## src/hw/rtl/cfa_pkg.sv

```systemverilog
`timescale 1ns / 1ps

package cfa_pkg;

    // Operation codes as they arrive on req_type.
    typedef enum logic [2:0]
    {
        OP_ADD   = 3'd0,
        OP_SUB   = 3'd1,
        OP_MUL   = 3'd2,
        OP_DIV   = 3'd3,
        OP_CONJ  = 3'd4,
        OP_SQMAG = 3'd5
    } op_t;

    // Datapath class that the front end assigns to each request.
    typedef enum logic [2:0]
    {
        K_NONE   = 3'd0,
        K_ADDSUB = 3'd1,
        K_MUL    = 3'd2,
        K_DIV    = 3'd3,
        K_CONJ   = 3'd4,
        K_MAG    = 3'd5
    } kind_t;

    typedef struct packed
    {
        kind_t kind;
        logic  sub;
    } cls_t;

    localparam int QDEPTH = 4;

endpackage

```

## src/hw/rtl/cfa_queue.sv

```systemverilog
`timescale 1ns / 1ps

module cfa_queue #(
    parameter int WIDTH = 132
) (
    input  logic             clk,
    input  logic             rst_n,
    input  logic             push,
    input  logic [WIDTH-1:0] wdata,
    input  logic             pop,
    output logic [WIDTH-1:0] rdata,
    output logic             full,
    output logic             empty
);

    localparam int PTRW = $clog2(cfa_pkg::QDEPTH);
    localparam int CNTW = $clog2(cfa_pkg::QDEPTH + 1);

    logic [WIDTH-1:0] mem_reg [cfa_pkg::QDEPTH];
    logic [PTRW-1:0]  wr_ptr_reg;
    logic [PTRW-1:0]  rd_ptr_reg;
    logic [CNTW-1:0]  cnt_reg;
    logic [CNTW-1:0]  cnt_next;

    assign full  = (cnt_reg == CNTW'(cfa_pkg::QDEPTH));
    assign empty = (cnt_reg == '0);
    assign rdata = mem_reg[rd_ptr_reg];

    always_comb
    begin
        cnt_next = cnt_reg;
        if (push && !pop)
        begin
            cnt_next = cnt_reg + 1'b1;
        end
        else if (pop && !push)
        begin
            cnt_next = cnt_reg - 1'b1;
        end
    end

    always_ff @(posedge clk or negedge rst_n)
    begin
        if (!rst_n)
        begin
            wr_ptr_reg <= '0;
            rd_ptr_reg <= '0;
            cnt_reg    <= '0;
        end
        else
        begin
            if (push)
            begin
                wr_ptr_reg <= wr_ptr_reg + 1'b1;
            end
            if (pop)
            begin
                rd_ptr_reg <= rd_ptr_reg + 1'b1;
            end
            cnt_reg <= cnt_next;
        end
    end

    always_ff @(posedge clk)
    begin
        if (push)
        begin
            mem_reg[wr_ptr_reg] <= wdata;
        end
    end

endmodule

```

## src/hw/rtl/cfa_front.sv

```systemverilog
`timescale 1ns / 1ps

module cfa_front #(
    parameter int W = 32
) (
    input  logic                 clk,
    input  logic                 rst_n,
    input  logic                 start,
    output logic                 busy,
    input  logic [2:0]           req_type,
    input  logic signed [W-1:0]  a_re,
    input  logic signed [W-1:0]  a_im,
    input  logic signed [W-1:0]  b_re,
    input  logic signed [W-1:0]  b_im,
    input  logic                 pop,
    output logic                 q_valid,
    output logic [$bits(cfa_pkg::cls_t)+4*W-1:0] q_data
);

    localparam int EW = $bits(cfa_pkg::cls_t) + 4 * W;

    cfa_pkg::cls_t cls;
    logic          full;
    logic          empty;
    logic          push;

    always_comb
    begin
        cls.kind = cfa_pkg::K_NONE;
        cls.sub  = 1'b0;
        case (cfa_pkg::op_t'(req_type))
            cfa_pkg::OP_ADD:   cls.kind = cfa_pkg::K_ADDSUB;
            cfa_pkg::OP_SUB:
            begin
                cls.kind = cfa_pkg::K_ADDSUB;
                cls.sub  = 1'b1;
            end
            cfa_pkg::OP_MUL:   cls.kind = cfa_pkg::K_MUL;
            cfa_pkg::OP_DIV:   cls.kind = cfa_pkg::K_DIV;
            cfa_pkg::OP_CONJ:  cls.kind = cfa_pkg::K_CONJ;
            cfa_pkg::OP_SQMAG: cls.kind = cfa_pkg::K_MAG;
            default:           cls.kind = cfa_pkg::K_NONE;
        endcase
    end

    assign push    = start && !full;
    assign busy    = full;
    assign q_valid = !empty;

    cfa_queue #(
        .WIDTH(EW)
    ) u_queue (
        .clk   (clk),
        .rst_n (rst_n),
        .push  (push),
        .wdata ({cls, a_re, a_im, b_re, b_im}),
        .pop   (pop),
        .rdata (q_data),
        .full  (full),
        .empty (empty)
    );

endmodule

```

## config.mk

```make
export PLATFORM = sky130hd
export DESIGN_NAME = cfa_front
export DESIGN_NICKNAME = d
export VERILOG_FILES = /design/src/hw/rtl/cfa_pkg.sv /design/src/hw/rtl/cfa_queue.sv /design/src/hw/rtl/cfa_front.sv
export SDC_FILE = /design/constraint.sdc
export NUM_CORES = 1
export LEC_CHECK = 0
export BUFFER_PORTS_ARGS = -buffer_cell sky130_fd_sc_hd__buf_2
export CELL_PAD_IN_SITES_DETAIL_PLACEMENT = 1
export CELL_PAD_IN_SITES_GLOBAL_PLACEMENT = 1
export CORE_ASPECT_RATIO = 0.5
export CORE_MARGIN = 2
export CORE_UTILIZATION = 35
export CTS_CLUSTER_DIAMETER = 80
export DETAILED_ROUTE_END_ITERATION = 8
export HOLD_SLACK_MARGIN = 0.12
export MAX_ROUTING_LAYER = met4
export PLACE_DENSITY_LB_ADDON = 0.1
export RECOVER_POWER = 50
export SKIP_LAST_GASP = 1
export SLEW_MARGIN = 10
export SYNTH_ARGS = -nofsm -noshare
export SYNTH_HDL_FRONTEND = slang
export SYNTH_HIERARCHICAL = 1
export SYNTH_SLANG_ARGS = --single-unit
```

## constraint.sdc

```tcl
create_clock -name clk -period 4.8 [get_ports clk]
set_clock_uncertainty 0.2 [all_clocks]
set_input_delay 0.72 -clock clk [delete_from_list [all_inputs] [get_ports clk]]
set_output_delay 0.72 -clock clk [all_outputs]
set_load 0.01 [all_outputs]
```

==> metrics, run 1 <==
Clock Root Buffer clkbuf_16; layout net count 1181; Yosys warning count 6; vias 8587; Setup crit start kind flip-flop; CTS tree yes; HPWL Detailed 25600 um; TritonCTS Sinks 535; register bit total from synthesis 535; CP max FO 29; gpl congestion 0.686; drt pass-1 iters 4; setup TNS 0 ns; Tot Pwr 14.5 mW; I/O Buffers 268; max cap viols 3; Die Area 57700 sq um; Clock Latency Late Sink 0.57 ns; post-detailed-route count of antenna-violating nets 0; Row Count 61; most frequent cells in the layout edfxtp_1 (528), clkbuf_1 (144), buf_2 (137); gr usage total 14.9%; CP Data Required Time 3.88 ns; grt ovf 0; Post-Syn Nets 873; Setup WS post-layout 0.872 ns; routed wire length 41100 um; TritonCTS Buffers 50; Top-Level Pins 269; H-tree Lvls 2; die height 171 um; Tcrit/Tclk final 81.8%; WP buf/inv 2; Final Slew Violations 57; maximum VDD drop 283 uV; min Tclk post-route 3.93 ns; cell family with most CP delay flip-flops; Setup crit end kind output port; max FFs per register 528; worst slew pin tran 1.73 ns; vias in the first global route 9412; pin count of the biggest net entering global routing 64; post-CTS sizing 0; Vias/cell 4.67; Sequential Area 16000 sq um; slowest CP cell dfrtp_1; Crit Path Class flip-flop to output port; Setup Viol. Count Final 0; post-route insts no fill 1840; first-pass GRT wire length 61200 um; Mapped Cells 732; outcome finished, violations left; RSZ-0062 raised after global routing false; Hold Vio Cnt, Final 0; Area growth syn-to-layout 19.3%; Leak 7.49 nW; drt first-iter violations 406; clock-pin slew on the worst setup and hold paths 0.06 ns; placed cell count 1743; pre-CTS setup slack 1.75 ns; Hold Slack 0.176 ns; Design Area, Final 23200 sq um; area of the core 55300 sq um; Final Util 42.0%; failing checks capacitance limit, slew limit; Max Freq 255 MHz; residual DRC count 0; Placed Area 21800 sq um; crit-path cells buf_4 -> mux4_2 -> buf_2; register area share after synthesis 82.3%; Starting Density 35.2%; Slew headroom -15.6%; Fill cells 5250; Die Wd 338 um; Worst path max stage delay 1.00 ns; Power Density 622 nW/um^2; Avg WL per Cell 22.4 um; synthesized area per cell 26.6 sq um; area of the multi-input gates 3220 sq um; synthesized area 19500 sq um; crit path DAT 3.01 ns; Yosys cell types 23; post-CTS setup buffers 0; share of layout cells above drive strength 1 33.4%; Min-Delay Path Class primary input to flip-flop; most common cell after layout, fill and taps aside edfxtp_1; Max clock buf depth 3; initial antenna violation count 5
-- power breakdown --
group / internal (mW) / switching (mW)
clock network: 2.22 / 1.66
registers: 6.15 / 0.333
logic: 1.85 / 2.24
-- path summary, 6_finish.rpt --
path                                  startpoint                     end  slack [ns]  cells past startpoint
max reg2reg                   u_queue/cnt_reg[2]  u_queue/mem_reg[2][71]        1.21                      4
min reg2reg                   u_queue/cnt_reg[2]      u_queue/cnt_reg[2]        0.28                      1
max                        u_queue/rd_ptr_reg[0]              q_data[28]        0.87                      3
max in group asynchronous                  rst_n   u_queue/rd_ptr_reg[1]        3.69                      2
min                                          pop   u_queue/rd_ptr_reg[0]        0.18                      2
min in group asynchronous                  rst_n      u_queue/cnt_reg[2]        0.38                      2
-- cell usage after synthesis, drive strengths merged --
cell,count,area (sq um)
nand2,2,7.51
and2,4,25.0
nor2b,4,27.5
mux2,1,11.3
edfxtp,528,15900
xnor2,2,17.5
dfrtp,7,175
ha,5,62.6
nor3,1,5.00
inv,5,18.8
buf,25,178
a21oi,1,8.76
mux4,132,2970
nand2b,1,13.8
o21ai,1,5.00
fa,1,20.0
clkbuf,5,18.8
nor2,2,7.51
nor3b,1,7.51
xor2,4,35.0
-- worst reg2reg max path, cell delays in order, from the launching register on --
cell and delay [ns]:
dfrtp_1 0.39, nor3b_1 0.16, nor2b_1 0.45, and2_0 1.38, buf_4 0.62
-- routing by layer --
metal / GRT usage (%) / vias up / routed length [um]
met1: 17.7 / 4615 / 16200
met3: 2.79 / 59 / 1410
li1: - / 3786 / -
met2: 26.3 / 127 / 22700
met4: 3.67 / 0 / 811
met5: - / - / 0
-- area by class of cell --
cell class                 instances  area share (%)
inverter                           5          0.0808
antenna                            5          0.0539
sequential                       535            69.0
tap                              756            4.07
clock buffer                      66            5.92
clock inverter                    25           0.926
timing repair buffer             286            6.09
multi-input combinational        162            13.9
-- repair_timing --
action / 4_1_cts / 5_1_grt
endpoints found under the hold margin: 7 / 0
setup endpoints to repair: 0 / 0
hold buffers: 1 / 0
-- logic make-up after synthesis --
| family | after synthesis | synth area share (%) |
|---|---|---|
| muxes | 133 | 15.3 |
| and+or+nand+nor | 15 | 0.482 |
| adders and majority gates | 6 | 0.424 |
| DFF | 535 | 82.3 |
| xor gates and xnor gates | 6 | 0.270 |
| AOI/OAI and AO/OA | 2 | 0.0707 |
| buffers and inverters | 35 | 1.11 |
No activity file was read; power rests on OpenSTA's default activity.
==> inputs of run 2 (changes only) <==
==> constraint.sdc (replaced) <==
create_clock -name clk -period 3.54 [get_ports clk]
set_clock_uncertainty 0.2 [all_clocks]
set_input_delay 0.531 -clock clk [delete_from_list [all_inputs] [get_ports clk]]
set_output_delay 0.531 -clock clk [all_outputs]
set_load 0.01 [all_outputs]
==> metrics, run 2 (same netlist as run 1, synthesis figures left out) <==
outcome completed; most frequent cells in the layout edfxtp_1 (528), clkbuf_1 (142), buf_2 (136); R2R Path Start u_queue/cnt_reg[2]; min Tclk post-route 3.18 ns; Fill cells 5246 (-0.076%); Crit Path Class flip-flop to output port; Setup Viol. Count Final 0 (unchanged); die height 171 um (unchanged); initial antenna violation count 1 (-4); Clock Root Buffer clkbuf_16; Top-Level Pins 269 (unchanged); post-CTS sizing 0 (unchanged); I/O Buffers 268 (unchanged); Max clock buf depth 3 (unchanged); Vias/cell 4.63 (-0.86%); routed wire length 42900 um (+4.4%); top routing layer in use met4; cts hold-fix bufs 133 (+132); post-detailed-route count of antenna-violating nets 0 (unchanged); grt ovf 0 (unchanged); Tcrit/Tclk final 89.8%; Placed Area 22000 sq um (+0.83%); maximum VDD drop 392 uV (+39%); Power Density 806 nW/um^2 (+30%); CP Data Required Time 2.81 ns (-1.07 ns); Avg WL per Cell 21.7 um (-2.7%); worst slew pin tran 1.04 ns (-0.692 ns); vias 9133 (+6.4%); metal3 WL 1400 um (-0.85%); vias in the first global route 10439 (+11%); Tot Pwr 19.9 mW (+38%); gpl congestion 0.679 (-1.0%); Slew headroom 30.6% (+46 points); Design Area, Final 24700 sq um (+6.3%); clock-pin slew on the worst setup and hold paths 0.07 ns (about the same); drt pass-1 iters 4 (unchanged); Sequential Area 16000 sq um (about the same); layout net count 1321 (+12%); M1 WL 17100 um (+6.0%); max cap viols 0 (-3); Area growth syn-to-layout 26.9%; Leak 8.10 nW (+8.1%); TritonCTS Sinks 535 (unchanged); gr usage total 15.8% (+0.88 points); first-pass GRT wire length 65100 um (+6.4%); Setup crit start kind flip-flop; HPWL Detailed 26900 um (+5.0%); Die Area 57700 sq um (unchanged); most common cell after layout, fill and taps aside edfxtp_1; Final Util 44.7% (+2.7 points); Die Wd 338 um (unchanged); CTS tree yes; Final Slew Violations 0 (-100%); Row Count 61 (unchanged); Min-Delay Path Class primary input to flip-flop; residual DRC count 0 (unchanged); TritonCTS Buffers 49 (-2.0%); crit path DAT 2.45 ns (-0.56 ns); Routed met2 length 23500 um (+3.5%); CP max FO 21 (-28%); crit path from u_queue/rd_ptr_reg[0]; area of the core 55300 sq um (unchanged); max FFs per register 528 (unchanged); Setup crit end kind output port; RSZ-0062 raised after global routing false; Clock Latency Late Sink 0.58 ns (about the same); setup TNS 0 ns (unchanged); H-tree Lvls 2 (unchanged); Max Freq 314 MHz; share of layout cells above drive strength 1 30.3% (-3.0 points); drt first-iter violations 489 (+20%); Starting Density 35.2% (unchanged); post-CTS setup buffers 0 (unchanged); Hold Path Origin req_type[0]; Hold Vio Cnt, Final 0 (unchanged); area of the multi-input gates 3220 sq um (about the same); pin count of the biggest net entering global routing 51 (-20%)
[run 2: stage by stage]
stage	std cells	setup WS [ns]	hold WS, ns
5_1_grt	1974	0.165	0.236
4_1_cts	1973	0.230	0.166
3_5_place_dp	1752	0.736	0.186
3_3_place_gp	1752	0.794	0.180
2_1_floorplan	732	0.311	0.0354
6_report	1974	0.360	0.226
[run 2: metal layers]
| layer | vias to the layer above | global-route usage, % |
|---|---|---|
| met3 | 72 | 2.86 |
| met1 | 4865 | 18.6 |
| met5 | - | - |
| li1 | 4070 | - |
| met2 | 126 | 28.1 |
| met4 | 0 | 3.71 |
[run 2: critical path, cell delays in order, from the launching register on]
cell	delay, ns
dfrtp_4	0.72
buf_4	0.42
mux4_2	0.56
buf_2	0.16
[run 2: path summary, 6_finish.rpt]
kind | endpoint | depth (start not counted) | slack (ns)
min in group asynchronous | u_queue/cnt_reg[2] | 3 | 0.71
setup reg to reg | u_queue/mem_reg[0][71] | 4 | 0.37
hold / removal | u_queue/mem_reg[3][129] | 3 | 0.23
setup / recovery | q_data[123] | 3 | 0.36
hold reg to reg | u_queue/cnt_reg[2] | 1 | 0.30
max in group asynchronous | u_queue/rd_ptr_reg[0] | 3 | 2.14
[run 2: final cells by class]
cell class	count	area share, %
Clock buffer	61	5.32
Inverter	5	0.0760
Multi-Input combinational cell	162	13.0
Timing Repair Buffer	427	11.8
Sequential cell	535	64.9
Tap cell	756	3.83
Clock inverter	27	1.06
Antenna cell	1	0.0101
[run 2: where the power goes]
group,internal [mW],leakage [nW],switching (mW)
Combinational,2.71,2.41,3.22
Clock,2.99,0.771,2.28
Sequential,8.34,4.92,0.384
Total,14.0,8.10,5.88
==> inputs of run 3 (changes only) <==
--- a/config.mk
+++ b/config.mk
@@ -14,7 +14,6 @@
 export CTS_CLUSTER_DIAMETER = 80
 export DETAILED_ROUTE_END_ITERATION = 8
 export HOLD_SLACK_MARGIN = 0.12
-export MAX_ROUTING_LAYER = met4
 export PLACE_DENSITY_LB_ADDON = 0.1
 export RECOVER_POWER = 50
 export SKIP_LAST_GASP = 1
==> constraint.sdc (replaced) <==
create_clock -name clk -period 3.54 [get_ports clk]
set_clock_uncertainty 0.2 [all_clocks]
set_input_delay 0.354 -clock clk [delete_from_list [all_inputs] [get_ports clk]]
set_output_delay 0.354 -clock clk [all_outputs]
set_load 0.01 [all_outputs]
==> metrics, run 3 (same netlist as run 1, synthesis figures left out) <==
most frequent cells in the layout edfxtp_1 (528), clkbuf_1 (149), dlygate4sd3_1 (136), buf_2 (136), mux4_2 (132); CTS tree yes; layout net count 1321 (unchanged); Tcrit/Tclk final 88.7% (-1.1 points); Avg WL per Cell 21.3 um (-1.9%); Clock Root Buffer clkbuf_16; crit-path cells buf_4 -> mux4_2 -> buf_2; Routed met2 length 23100 um (-1.8%); Starting Density 35.2% (unchanged); RSZ-0062 raised after global routing false; Power Density 799 nW/um^2 (-0.93%); clock-pin slew on the worst setup and hold paths 0.06 ns (about the same); vias in the first global route 10441 (+0.019%); setup TNS 0 ns (unchanged); Setup crit start kind flip-flop; Max clock buf depth 3 (unchanged); Worst path max stage delay 0.82 ns (+0.10 ns); gr usage total 14.8% (-0.92 points); worst slew pin tran 0.893 ns (-0.148 ns); drt first-iter violations 370 (-24%); maximum VDD drop 335 uV (-15%); routed wire length 42100 um (-1.8%); max FFs per register 528 (unchanged); residual DRC count 0 (unchanged); HPWL Detailed 25800 um (-4.0%); Clock Latency Late Sink 0.56 ns (-0.02 ns); post-route insts no fill 1975 (+0.051%); Setup crit end kind output port; Setup Viol. Count Final 0 (unchanged); grt ovf 0 (unchanged); first-pass GRT wire length 63700 um (-2.2%); pin count of the biggest net entering global routing 57 (+12%); post-detailed-route count of antenna-violating nets 0 (unchanged); share of layout cells above drive strength 1 29.6% (-0.68 points); H-tree Lvls 2 (unchanged); Min-Delay Path Class flip-flop to flip-flop; area of the core 55300 sq um (unchanged); Placed Area 21900 sq um (-0.25%); crit path DAT 2.59 ns (+0.14 ns); initial antenna violation count 1 (unchanged); Top-Level Pins 269 (unchanged); Final Util 44.6% (-0.095 points); top routing layer in use met4; Max Freq 319 MHz (+1.3%); Die Area 57700 sq um (unchanged); most common cell after layout, fill and taps aside edfxtp_1; Die Wd 338 um (unchanged); Row Count 61 (unchanged); TritonCTS Buffers 50 (+2.0%); metal3 WL 1230 um (-12%); die height 171 um (unchanged); CP max FO 28 (+33%); Final Slew Violations 0 (unchanged); vias 9101 (-0.35%); I/O Buffers 268 (unchanged); gpl congestion 0.694 (+2.2%); Area growth syn-to-layout 26.6%; M1 WL 17100 um (-0.16%); Crit Path Class flip-flop to output port; crit path from u_queue/rd_ptr_reg[0]; max cap viols 0 (unchanged); Design Area, Final 24600 sq um (-0.21%); slowest CP cell dfrtp_4; min Tclk post-route 3.14 ns (-0.0404 ns); R2R Path Start u_queue/cnt_reg[2]; Hold Path Origin u_queue/cnt_reg[2]; TritonCTS Sinks 535 (unchanged); CP Data Required Time 2.99 ns (+0.18 ns); Slew headroom 40.5% (+9.9 points); Leak 8.06 nW (-0.47%); Hold Vio Cnt, Final 0 (unchanged); outcome completed; Vias/cell 4.61 (-0.40%); placed cell count 1748 (-0.23%); drt pass-1 iters 4 (unchanged)
[run 3: worst max-delay path, delay by kind of cell (launching register included)]
family	cells	cell delay, ns
flops	1	0.82
mux	1	0.55
buf+inv	2	0.60
[run 3: cell type report]
class | instances | area (sq um)
fillers | 5239 | 30600
flip-flops and latches | 535 | 16000
multi-input cells | 162 | 3220
repair buffers | 426 | 2890
clock buffers | 70 | 1390
well taps | 756 | 946
clock inverters | 20 | 143
inverters | 5 | 18.8
diodes | 1 | 2.50
[run 3: per-stage QoR]
| step | total power, mW | setup slack [ns] | hold slack, ns |
|---|---|---|---|
| 2_1_floorplan | 12.4 | 0.311 | -0.142 |
| 3_3_place_gp | 14.8 | 0.881 | 0.00302 |
| 3_5_place_dp | 14.9 | 0.824 | 0.00631 |
| 4_1_cts | 20.2 | 0.283 | 0.296 |
| 5_1_grt | 20.7 | 0.174 | 0.328 |
| 6_report | 19.7 | 0.400 | 0.294 |
[run 3: metal layers]
| metal | track usage, % | up-vias |
|---|---|---|
| met5 | 0 | - |
| met4 | 3.23 | 0 |
| met3 | 2.47 | 58 |
| met2 | 27.1 | 107 |
| met1 | 18.6 | 4877 |
| li1 | - | 4059 |
[run 3: final timing paths]
check / to / slack (ns) / depth (start not counted)
worst min-delay path: u_queue/cnt_reg[2] / 0.29 / 1
min in group asynchronous: u_queue/cnt_reg[2] / 0.55 / 3
max in group asynchronous: u_queue/rd_ptr_reg[1] / 2.30 / 3
worst max-delay path: q_data[98] / 0.40 / 3
worst max register to register: u_queue/mem_reg[2][89] / 0.64 / 4
worst min register to register: u_queue/cnt_reg[2] / 0.29 / 1
[run 3: repair_timing]
item,CTS,global route
gates resized for setup,0,0
buffers inserted,0,0
hold buffers,136,0
hold endpoints to repair,540,0
[run 3: report_power, final]
part	switching [mW]	internal [mW]	total (mW)
sequential	0.427	8.34	8.76
clock	2.26	2.87	5.13
combinational	3.12	2.68	5.80
